--- src/rtl/core/fvlb_pkg.sv ---
package fvlb_pkg;

  // Table size and field widths
  localparam int FOG_SAMPLES_DEF = 128;
  localparam int NEAR_W          = 24;
  localparam int INT_W           = 17;
  localparam int IDX_W           = 8;
  localparam int VAL_W           = 18;
  localparam int CFG_ADDR_W      = 2;
  localparam int CFG_DATA_W      = 24;
  localparam int Q_W             = 17;

  // Q1.16 one
  localparam logic [INT_W-1:0] ONE_Q16 = 17'd65536;

  // Register reset values
  localparam logic [NEAR_W-1:0] NEAR_RST  = 24'd1280;
  localparam logic [NEAR_W-1:0] FAR_RST   = 24'd3840000;
  localparam logic [INT_W-1:0]  START_RST = 17'd65208;
  localparam logic [INT_W-1:0]  END_RST   = 17'd65536;

  // Register indexes
  localparam logic [CFG_ADDR_W-1:0] REG_NEAR  = 2'd0;
  localparam logic [CFG_ADDR_W-1:0] REG_FAR   = 2'd1;
  localparam logic [CFG_ADDR_W-1:0] REG_START = 2'd2;
  localparam logic [CFG_ADDR_W-1:0] REG_END   = 2'd3;

endpackage

--- src/rtl/core/fog_visibility_lut_builder_unit.sv ---
// Per sample: three 17-step shift-add products, a prep state and a 17-step
// divider, in that order, then the result words.
// Flow: one sample at a time; the next word is taken once all result
// words of the current one have left.
// Reset (synchronous, active high) loads the register defaults and clears
// the previous visibility to zero.
module fog_visibility_lut_builder_unit #(
  parameter int FOG_SAMPLES = fvlb_pkg::FOG_SAMPLES_DEF
) (
  input  logic                                  clk,
  input  logic                                  rst,
  input  logic                                  cfg_wr_en,
  input  logic [fvlb_pkg::CFG_ADDR_W-1:0]       cfg_addr,
  input  logic [fvlb_pkg::CFG_DATA_W-1:0]       cfg_wdata,
  input  logic                                  in_valid,
  output logic                                  in_ready,
  input  logic [fvlb_pkg::IDX_W-1:0]            sample_index,
  output logic                                  out_valid,
  input  logic                                  out_ready,
  output logic [fvlb_pkg::IDX_W-1:0]            entry_address,
  output logic signed [fvlb_pkg::VAL_W-1:0]     entry_value,
  output logic                                  last_of_item
);

  localparam int SW   = $clog2(FOG_SAMPLES + 1);
  localparam int NSW  = fvlb_pkg::NEAR_W + SW;
  localparam int MPW  = fvlb_pkg::INT_W;
  localparam int PW   = NSW + MPW;
  localparam int NUMW = SW + 44;
  localparam int DW   = SW + 52;
  localparam int IW   = fvlb_pkg::INT_W;
  localparam int VW   = fvlb_pkg::VAL_W;

  localparam logic [2:0] ST_IDLE = 3'd0;
  localparam logic [2:0] ST_MUL1 = 3'd1;
  localparam logic [2:0] ST_MUL2 = 3'd2;
  localparam logic [2:0] ST_MUL3 = 3'd3;
  localparam logic [2:0] ST_PREP = 3'd4;
  localparam logic [2:0] ST_DIV  = 3'd5;
  localparam logic [2:0] ST_OUT1 = 3'd6;
  localparam logic [2:0] ST_OUT2 = 3'd7;

  logic [2:0] state;

  // Configuration registers
  logic [fvlb_pkg::NEAR_W-1:0] near_plane;
  logic [fvlb_pkg::NEAR_W-1:0] far_plane;
  logic [IW-1:0]               start_intensity;
  logic [IW-1:0]               end_intensity;

  always_ff @(posedge clk) begin
    if (rst) begin
      near_plane      <= fvlb_pkg::NEAR_RST;
      far_plane       <= fvlb_pkg::FAR_RST;
      start_intensity <= fvlb_pkg::START_RST;
      end_intensity   <= fvlb_pkg::END_RST;
    end else if (cfg_wr_en) begin
      case (cfg_addr)
        fvlb_pkg::REG_NEAR:  near_plane      <= cfg_wdata;
        fvlb_pkg::REG_FAR:   far_plane       <= cfg_wdata;
        fvlb_pkg::REG_START: start_intensity <= cfg_wdata[IW-1:0];
        fvlb_pkg::REG_END:   end_intensity   <= cfg_wdata[IW-1:0];
        default: ;
      endcase
    end
  end

  // Derived magnitudes and signs of the intensity terms
  logic          r_pos;
  logic          r_zero;
  logic [IW-1:0] r_mag;
  logic          d_neg;
  logic [IW-1:0] d_mag;

  assign r_pos  = end_intensity > start_intensity;
  assign r_zero = end_intensity == start_intensity;
  assign r_mag  = r_pos ? end_intensity - start_intensity
                        : start_intensity - end_intensity;
  assign d_neg  = start_intensity > fvlb_pkg::ONE_Q16;
  assign d_mag  = d_neg ? start_intensity - fvlb_pkg::ONE_Q16
                        : fvlb_pkg::ONE_Q16 - start_intensity;

  // Per-sample working registers
  logic [SW-1:0]   idx;
  logic [NSW-1:0]  ns;
  logic [PW-1:0]   t1;
  logic [PW-1:0]   t2;
  logic            mul_start;
  logic            div_start;
  logic            fog_zero;
  logic [DW-1:0]   dividend;
  logic [DW-1:0]   divisor;
  logic [IW-1:0]   prev_vis;
  logic [IW-1:0]   vis;
  logic [VW-1:0]   diff;

  logic [31:0] idx_in;
  logic [SW-1:0] idx_clamp;
  assign idx_in    = 32'(sample_index);
  assign idx_clamp = (idx_in > 32'(FOG_SAMPLES)) ? SW'(FOG_SAMPLES) : SW'(sample_index);

  logic has_vis;
  logic has_diff;
  assign has_vis  = 32'(idx) < 32'(FOG_SAMPLES);
  assign has_diff = idx != '0;

  logic [31:0] diff_addr;
  assign diff_addr = 32'(idx) + 32'(FOG_SAMPLES - 1);

  // Shared shift-add multiplier
  logic [NSW-1:0] mul_mcand;
  logic [MPW-1:0] mul_mplier;
  logic           mul_done;
  logic [PW-1:0]  mul_product;

  always_comb begin
    case (state)
      ST_MUL2: begin
        mul_mcand  = NSW'(near_plane) + NSW'(256);
        mul_mplier = MPW'(idx);
      end
      ST_MUL3: begin
        mul_mcand  = ns;
        mul_mplier = r_mag;
      end
      default: begin
        mul_mcand  = ns;
        mul_mplier = d_mag;
      end
    endcase
  end

  fvlb_serial_mul #(.MCW(NSW), .MPW(MPW)) u_mul (
    .clk     (clk),
    .rst     (rst),
    .start   (mul_start),
    .mcand   (mul_mcand),
    .mplier  (mul_mplier),
    .done    (mul_done),
    .product (mul_product)
  );

  // Numerator and divisor assembly
  logic signed [NUMW-1:0] t1_s;
  logic signed [NUMW-1:0] num;
  logic [NUMW-1:0]        num_mag;
  logic                   num_pos;

  assign t1_s    = d_neg ? -($signed(NUMW'(t1)) <<< 1) : ($signed(NUMW'(t1)) <<< 1);
  assign num     = t1_s - ($signed(NUMW'(t2)) <<< 16);
  assign num_pos = !num[NUMW-1] && (num != '0);
  assign num_mag = num[NUMW-1] ? NUMW'(-num) : NUMW'(num);

  logic           div_done;
  logic [IW-1:0]  fog_q;
  logic [IW-1:0]  vis_c;

  fvlb_serial_div #(.DW(DW)) u_div (
    .clk      (clk),
    .rst      (rst),
    .start    (div_start),
    .dividend (dividend),
    .divisor  (divisor),
    .done     (div_done),
    .result   (fog_q)
  );

  assign vis_c = fvlb_pkg::ONE_Q16 - (fog_zero ? IW'(0) : fog_q);

  assign in_ready = (state == ST_IDLE);

  // Sequencer
  always_ff @(posedge clk) begin
    if (rst) begin
      state     <= ST_IDLE;
      mul_start <= 1'b0;
      div_start <= 1'b0;
      out_valid <= 1'b0;
      prev_vis  <= '0;
    end else begin
      mul_start <= 1'b0;
      div_start <= 1'b0;
      case (state)
        ST_IDLE: begin
          if (in_valid) begin
            state     <= ST_MUL1;
            mul_start <= 1'b1;
          end
        end
        ST_MUL1: begin
          if (mul_done) begin
            state     <= ST_MUL2;
            mul_start <= 1'b1;
          end
        end
        ST_MUL2: begin
          if (mul_done) begin
            state     <= ST_MUL3;
            mul_start <= 1'b1;
          end
        end
        ST_MUL3: begin
          if (mul_done) begin
            state <= ST_PREP;
          end
        end
        ST_PREP: begin
          state     <= ST_DIV;
          div_start <= 1'b1;
        end
        ST_DIV: begin
          if (div_done) begin
            state     <= ST_OUT1;
            out_valid <= 1'b1;
            prev_vis  <= vis_c;
          end
        end
        ST_OUT1: begin
          if (out_ready) begin
            if (has_vis && has_diff) begin
              state <= ST_OUT2;
            end else begin
              state     <= ST_IDLE;
              out_valid <= 1'b0;
            end
          end
        end
        ST_OUT2: begin
          if (out_ready) begin
            state     <= ST_IDLE;
            out_valid <= 1'b0;
          end
        end
        default: state <= ST_IDLE;
      endcase
    end
  end

  // Datapath registers
  always_ff @(posedge clk) begin
    if (state == ST_IDLE && in_valid) begin
      idx <= idx_clamp;
      ns  <= NSW'(near_plane) * NSW'(FOG_SAMPLES);
    end
    if (state == ST_MUL1 && mul_done) begin
      t1 <= mul_product;
    end
    if (state == ST_MUL2 && mul_done) begin
      t2 <= mul_product;
    end
    if (state == ST_MUL3 && mul_done) begin
      divisor <= (DW'(mul_product) << 8) - DW'(mul_product);
    end
    if (state == ST_PREP) begin
      dividend <= DW'(num_mag) << 7;
      fog_zero <= (near_plane == '0) || (far_plane == '0) || r_zero ||
                  (num == '0) || (num_pos != r_pos);
    end
    if (state == ST_DIV && div_done) begin
      vis  <= vis_c;
      diff <= VW'(vis_c) - VW'(prev_vis);
      if (has_vis) begin
        entry_address <= 8'(idx);
        entry_value   <= $signed(VW'(vis_c));
        last_of_item  <= !has_diff;
      end else begin
        entry_address <= diff_addr[7:0];
        entry_value   <= $signed(VW'(vis_c) - VW'(prev_vis));
        last_of_item  <= 1'b1;
      end
    end
    if (state == ST_OUT1 && out_ready && has_vis && has_diff) begin
      entry_address <= diff_addr[7:0];
      entry_value   <= $signed(diff);
      last_of_item  <= 1'b1;
    end
  end

  // Checks
  a_out_only_in_out_states: assert property (@(posedge clk) disable iff (rst)
    out_valid |-> (state == ST_OUT1 || state == ST_OUT2))
    else $error("result word outside output states");

  a_no_overlap: assert property (@(posedge clk) disable iff (rst)
    in_ready |-> !out_valid)
    else $error("input taken while a result word is pending");

  a_second_is_last: assert property (@(posedge clk) disable iff (rst)
    (state == ST_OUT2) |-> last_of_item)
    else $error("second word not marked last");

  a_prev_tracks_vis: assert property (@(posedge clk) disable iff (rst)
    (state == ST_OUT1 && $past(state) == ST_DIV) |-> (prev_vis == vis))
    else $error("previous visibility not updated");

endmodule

--- src/rtl/core/fvlb_serial_mul.sv ---
module fvlb_serial_mul #(
  parameter int MCW = 32,
  parameter int MPW = 17
) (
  input  logic                 clk,
  input  logic                 rst,
  input  logic                 start,
  input  logic [MCW-1:0]       mcand,
  input  logic [MPW-1:0]       mplier,
  output logic                 done,
  output logic [MCW+MPW-1:0]   product
);

  localparam int PW = MCW + MPW;
  localparam int CW = $clog2(MPW + 1);

  logic          busy;
  logic [CW-1:0] cnt;
  logic [PW-1:0] mc;
  logic [MPW-1:0] mp;
  logic [PW-1:0] acc;

  // Control: count one multiplier bit per cycle
  always_ff @(posedge clk) begin
    if (rst) begin
      busy <= 1'b0;
      done <= 1'b0;
      cnt  <= '0;
    end else begin
      done <= 1'b0;
      if (start) begin
        busy <= 1'b1;
        cnt  <= CW'(MPW);
      end else if (busy) begin
        cnt <= cnt - 1'b1;
        if (cnt == CW'(1)) begin
          busy <= 1'b0;
          done <= 1'b1;
        end
      end
    end
  end

  // Datapath: shift and add
  always_ff @(posedge clk) begin
    if (start) begin
      mc  <= PW'(mcand);
      mp  <= mplier;
      acc <= '0;
    end else if (busy) begin
      if (mp[0]) begin
        acc <= acc + mc;
      end
      mc <= mc << 1;
      mp <= mp >> 1;
    end
  end

  assign product = acc;

endmodule

--- src/rtl/core/fvlb_serial_div.sv ---
module fvlb_serial_div #(
  parameter int DW = 64
) (
  input  logic                       clk,
  input  logic                       rst,
  input  logic                       start,
  input  logic [DW-1:0]              dividend,
  input  logic [DW-1:0]              divisor,
  output logic                       done,
  output logic [fvlb_pkg::Q_W-1:0]   result
);

  localparam int QW = fvlb_pkg::Q_W;
  localparam int CW = $clog2(QW + 1);

  logic          busy;
  logic [CW-1:0] cnt;
  logic          sat;
  logic [DW-1:0] rem;
  logic [DW-1:0] dvs;
  logic [QW-1:0] q;
  logic [DW-1:0] rem_sh;
  logic [QW:0]   q_rnd;

  // Control: one quotient bit per cycle
  always_ff @(posedge clk) begin
    if (rst) begin
      busy <= 1'b0;
      done <= 1'b0;
      cnt  <= '0;
    end else begin
      done <= 1'b0;
      if (start) begin
        busy <= 1'b1;
        cnt  <= CW'(QW);
      end else if (busy) begin
        cnt <= cnt - 1'b1;
        if (cnt == CW'(1)) begin
          busy <= 1'b0;
          done <= 1'b1;
        end
      end
    end
  end

  assign rem_sh = {rem[DW-2:0], 1'b0};

  // Datapath: restoring division, saturate when quotient reaches one
  always_ff @(posedge clk) begin
    if (start) begin
      rem <= dividend;
      dvs <= divisor;
      q   <= '0;
      sat <= (dividend >= divisor);
    end else if (busy) begin
      if (rem_sh >= dvs) begin
        rem <= rem_sh - dvs;
        q   <= {q[QW-2:0], 1'b1};
      end else begin
        rem <= rem_sh;
        q   <= {q[QW-2:0], 1'b0};
      end
    end
  end

  // Round half up
  assign q_rnd  = ({1'b0, q} + (QW+1)'(1)) >> 1;
  assign result = sat ? fvlb_pkg::ONE_Q16 : q_rnd[QW-1:0];

endmodule

--- config.mk ---
export PLATFORM = sky130hd
export DESIGN_NAME = fog_visibility_lut_builder_unit
export DESIGN_NICKNAME = d
export VERILOG_FILES = /design/src/rtl/core/fvlb_pkg.sv /design/src/rtl/core/fog_visibility_lut_builder_unit.sv /design/src/rtl/core/fvlb_serial_mul.sv /design/src/rtl/core/fvlb_serial_div.sv
export SDC_FILE = /design/constraint.sdc
export NUM_CORES = 2
export LEC_CHECK = 0
export ABC_AREA = 0
export BUFFER_PORTS_ARGS = -buffer_cell sky130_fd_sc_hd__buf_4
export CAP_MARGIN = 20
export CORE_MARGIN = 2
export CORE_UTILIZATION = 50
export DETAILED_ROUTE_END_ITERATION = 10
export PLACE_DENSITY = 0.64
export SETUP_SLACK_MARGIN = 0.5
export SLEW_MARGIN = 20
export SYNTH_ARGS = -nofsm -noshare
export SYNTH_HDL_FRONTEND = slang
export SYNTH_SLANG_ARGS = --single-unit
export TNS_END_PERCENT = 10
--- constraint.sdc ---
create_clock -name clk -period 14.1 [get_ports clk]
set_input_delay 0.705 -clock clk [delete_from_list [all_inputs] [get_ports clk]]
set_output_delay 0.705 -clock clk [all_outputs]
set_load 0.02 [all_outputs]
After elaboration in Yosys (flattened, before gate mapping) --
Cells that the tools add are included.
Storage, ports and cells: bits of input ports 39, register bits after elaboration 646
Operators by class: muxes and demuxes 53, reductions and logical operators 40, $lt $le $gt $ge 6, add/sub/neg operators 17, bitwise gates (word level) 2, equality and inequality tests 22
Operators with widths (number):
- 59-bit two-way mux | 3
- 17-bit two-way mux | 6
- 32-bit two-way mux | 2
- 59-bit by 60-bit greater-or-equal comparator with 1-bit output | 1
- 60-bit greater-or-equal comparator | 1
- 59-bit subtractor | 1
- 57-bit by 49-bit subtractor with 58-bit output | 1
- 18-bit two-way mux | 3
- 52-bit logical NOT | 1
- 52-bit two-way mux | 1
- 50-bit negation with 52-bit output | 1
- 52-bit negation | 1
- 52-bit nonzero test | 1
- 52-bit subtractor | 1
- 51-bit two-way mux | 1
- 49-bit adder | 1
- 24-bit logical NOT | 2
- 17-bit one-hot mux with 2 select lines | 1
- 17-bit subtractor | 2
- 17-bit subtractor, first input constant | 2
- 31-bit two-way mux | 1
- 24-bit by 9-bit adder with 25-bit output, second input constant | 1
- 3-bit two-way mux | 8
- 8-bit two-way mux | 3
- other kinds (38) | 94

Longest topological paths before layout --
depth after elaboration 8, mapped depth 25, mapped depth without buffers 21

By module --
Synthesis repeated with hierarchy kept, for this count alone.
Second synthesis, totals: cell total of the unflattened synthesis 4687, area total of the unflattened synthesis 42879.9 µm²
By module, submodules not included:
- fog_visibility_lut_builder_unit | times used 1, cells each 2642, area an instance 24094.4 µm², sequential area each 10259.8 µm²
- fvlb_serial_div | times used 1, cells each 1267, area an instance 11537.3 µm², sequential area each 4083.9 µm²
- fvlb_serial_mul | times used 1, cells each 778, area an instance 7248.2 µm², sequential area each 2932.8 µm²

Worst setup path after synthesis --
Ideal clock, no wire load.
kind reg-to-reg, start point reg t1[0], end point reg dividend[55] (data pin), slack 8.045 ns, cell stages (with the launch flop) 21, path buffers 1, data required time 13.835 ns, arrival time 5.789 ns, cell sequence edfxtp_1 > or4_1 > or3_1 > or4_1 > nor2_1 > nand2_1 > or2_2 > o41ai_1 > xnor2_1 > ha_1 > clkbuf_1 > a21oi_1 > nand2_1 > a221oi_1 > inv_1 > or3_1 > a211oi_1 > or3b_2 > nor4_2 > a21oi_1 > xor2_1
Between the ends: cells in the longest elaborated chain, start to end 5
Ends and longest elaborated chain:
- from (decl) | line fog_visibility_lut_builder_unit.sv:86 | logic [PW-1:0] t1;
- from (signal assigned) | line fog_visibility_lut_builder_unit.sv:246 | t1 <= mul_product;
- 50-bit negation with 52-bit output | line fog_visibility_lut_builder_unit.sv:149 | assign t1_s = d_neg ? -($signed(NUMW'(t1)) <<< 1) : ($signed(NUMW'(t1)) <<< 1);
- 52-bit two-way mux * | line fog_visibility_lut_builder_unit.sv:149
- 52-bit subtractor * | line fog_visibility_lut_builder_unit.sv:150 | assign num = t1_s - ($signed(NUMW'(t2)) <<< 16);
- 52-bit negation | line fog_visibility_lut_builder_unit.sv:152 | assign num_mag = num[NUMW-1] ? NUMW'(-num) : NUMW'(num);
- 51-bit two-way mux * | line fog_visibility_lut_builder_unit.sv:152
- net num_mag[48] | line fog_visibility_lut_builder_unit.sv:146 | logic [NUMW-1:0] num_mag;
- to (signal assigned) | line fog_visibility_lut_builder_unit.sv:255 | dividend <= DW'(num_mag) << 7;
- to (decl) | line fog_visibility_lut_builder_unit.sv:91 | logic [DW-1:0] dividend;
The timed path passes the listed nets; every way through them passes the cells marked *. A chain may end at the register's enable or synchronous reset.

Worst setup path after layout --
Ends and elaborated chain as after synthesis.

==> out/metrics.csv <==
metric,value,unit
outcome,"complete, no violations",
ys_warn_count,0,
synth_edf_count,438,
setup_tns,0,ns
power_frac_clock,34.4,%
antenna_found_initial,3,
relSlewSlack,31.8,%
ys_seq_elements,641,
core,82100,um^2
gp_congestion,0.890,
wl_per_cell,18.3,um
async_flop_share,0,%
clock_sinks,641,
wirelength,104000,um
vias_per_cell,5.78,
yosysSeqAreaShare,41.6,%
cts_root_buf,clkbuf_16,
drtIter0Drc,2348,
synthSimpleGateAreaFrac,17.2,%
die_y,292,um
grt_max_degree,94,
synth-xor-area-share,7.76,%
ios,68,
syn-mean-instance-area,9.07,um^2
seq_power_share,40.3,%
min_path_type,input port to register,
cp-end-kind,register,
port_buffers,67,
numCtsBuffers,73,
grt_pass1_vias,31350,
hold_buffers,0,
critPathMaxFanout,9,
switchingPower,1.75,mW
postPlaceCellArea,42900,um^2
p_sw_share,31.3,%
synth_adder_area_share,9.32,%
critPathKind,register to register,
start_util,50.4,%
netlist_area,41400,um^2
start_kind,register,
synthCells,4565,
ys.flop_type,edfxtp_1,
hold_slack,0.306,ns
drtAntennaViolNets,0,
cts_buffer_depth,3,
drv_cap,0,
ir_worst_vdd,0.0902,mV
p_leak,18.0,nW
overflow,0,
post_cts_resized,0,
final-setup-viol-count,0,
final_area,45300,um^2
finalMaxSlewViolations,0,
grt_usage,24.2,%
cts_tree,done,
hpwl,77900,um
vias,32880,
grt_pass1_wl,169000,um
clock_latency,0.63,ns
drc,0,
crit_arrival,7.19,ns
fin_skew,0.0366,ns
die_x,292,um
p_int,3.84,mW
hold_viol_final,0,
cts_htree_levels,3,
synth.distinct_cells,95,
rsz0062_at_grt,false,
syn_nets,4909,
cp.required,14.45,ns
nNetsFinal,4900,
p_per_area,123,nW/um^2
cts.clk_slew.worst_paths,0.06,ns
diodes,0,
synth_top_family_by_area,compound AO/OA/AOI/OAI gates,
nFillCells,7409,
tightest_slew,1.01,ns
min_period,6.85,ns
first_pass_iters,5,
fmax,0.146,GHz
pwr-share-comb,25.4,%
finalPower,5.59,mW
synth_compound_area_share,17.7,%
min_period_over_period,48.5,%
die_area,85200,um^2
synth.mux.area_fraction,1.90,%
cts_setup_buffers,0,
area_growth,9.35,%
layout-drive-gt1-share,6.11,%
rows,105,
-- cell usage after synthesis, drive strengths merged (13+ instances only) --
cell type / count / share of area [%]
o41ai: 13 / 0.29
buf: 28 / 0.31
nor2: 355 / 3.2
nand2: 610 / 5.5
nor3: 78 / 0.94
o21a: 40 / 0.73
or2: 13 / 0.20
o31ai: 29 / 0.56
a21oi: 403 / 4.9
o22ai: 13 / 0.20
mux2i: 55 / 1.3
or3: 30 / 0.47
ha: 299 / 9.0
mux2: 21 / 0.57
inv: 319 / 2.9
nor2b: 57 / 0.86
nor4: 42 / 0.66
xnor2: 241 / 5.1
nand3: 82 / 0.99
xor2: 125 / 2.7
nand3b: 28 / 0.52
nand2b: 60 / 0.91
a31oi: 68 / 1.0
a211oi: 42 / 0.76
nor4b: 15 / 0.37
o21bai: 25 / 0.45
edfxtp: 438 / 32
clkbuf: 153 / 1.4
and2: 21 / 0.32
a22oi: 23 / 0.42
dfxtp: 203 / 9.8
nand4: 53 / 0.80
o2bb2ai: 13 / 0.27
a21o: 128 / 2.3
and3: 37 / 0.56
o21ai: 202 / 2.4
-- worst max-delay path, stage by stage, from the launching register on --
cell and delay [ns]:
edfxtp_1 0.47, or4_1 0.61, or3_1 0.45, or4_1 0.61, nor2_1 0.28, nand2_1 0.11
or2_2 0.32, o41ai_1 0.32, xnor2_1 0.11, ha_1 0.40, a21oi_1 0.35, nand2_1 0.09
a221oi_1 0.41, inv_1 0.09, or3_1 0.33, a211oi_1 0.34, or3b_2 0.56, nor4_2 0.39
a21oi_1 0.15, xor2_1 0.16
-- power by group through the flow --
| stage | sequential, mW | clock (mW) | combinational (mW) |
|---|---|---|---|
| final | 2.25 | 1.92 | 1.42 |
| after detailed placement | 2.29 | 0 | 1.39 |
| after global placement | 2.29 | 0 | 1.38 |
| after CTS | 2.25 | 1.96 | 1.39 |
| after global routing | 2.26 | 2.03 | 1.56 |
| after floorplan | 2.24 | 0 | 1.02 |
-- final cells by class --
class | instances | area [um^2] | area share, %
multi-input combinational | 3423 | 22400 | 49.4
clock inverter | 36 | 379 | 0.837
sequential | 641 | 17200 | 38.0
clock buffer | 98 | 2050 | 4.54
tap | 1070 | 1340 | 2.96
inverter | 320 | 1200 | 2.65
timing repair buffer | 97 | 728 | 1.61
-- per-layer routing --
metal / wire length [um] / up-vias / global-route usage [%]
met4: 1830 / 0 / 5.81
li1: - / 16347 / -
met1: 50600 / 15651 / 35.6
met2: 47000 / 768 / 38.4
met3: 4560 / 114 / 2.47
met5: 0 / - / 0
-- flip-flops by register name, summed over array words and instances (netlist names), 3 cells and up --
register         count
far_plane           24
u_div.rem           59
state                3
divisor             58
u_div.dvs           58
near_plane          24
t1                  49
t2                  36
ns                  24
u_div.cnt            5
diff                18
dividend            51
prev_vis            17
entry_value         18
u_mul.mp            17
end_intensity       17
u_mul.cnt            5
idx                  8
u_div.q             17
entry_address        8
start_intensity     17
u_mul.product       49
u_mul.mc            49
-- layout by cell type, fill, tap and decap left out, types with 29 or more instances in the layout --
cell	Yosys	final
a211oi_1	42	42
a21o_1	128	128
a21oi_1	402	402
a31oi_1	68	68
and3_1	37	37
buf_4	2	97
clkbuf_16	0	76
dfxtp_1	203	201
edfxtp_1	438	438
ha_1	299	299
inv_1	319	318
mux2i_1	55	55
nand2_1	610	609
nand2b_1	60	60
nand3_1	82	82
nand4_1	53	53
nor2_1	355	352
nor2b_1	57	56
nor3_1	78	76
nor4_1	40	40
o21a_1	40	40
o21ai_0	194	194
or3_1	29	29
xnor2_1	241	240
xor2_1	124	124
-- worst paths after layout --
kind	startpoint	end	slack [ns]	cells past startpoint
worst max-delay path	t1[0]	dividend[55]	7.25	19
worst min-delay path	cfg_wdata[17]	far_plane[17]	0.31	3
worst max register to register	t1[0]	dividend[55]	7.25	19
worst min register to register	divisor[23]	u_div.dvs[23]	0.45	0
-- per-stage QoR --
stage          std cells  util (%)  setup slack [ns]
2_1_floorplan       4565         -              8.05
3_5_place_dp        5551      52.2              7.34
6_report            5685      55.2              7.25
4_1_cts             5685      55.2              7.28
3_3_place_gp        5551      52.2              7.40
5_1_grt             5685      55.2              6.25
-- cell families after synthesis --
group / Yosys count
simple gates: 1523
compound gates: 1153
flops: 641
buf+inv: 501
xor+xnor: 366
fa+ha+maj: 305
mux: 76
Power figures use the tool's default switching activity.
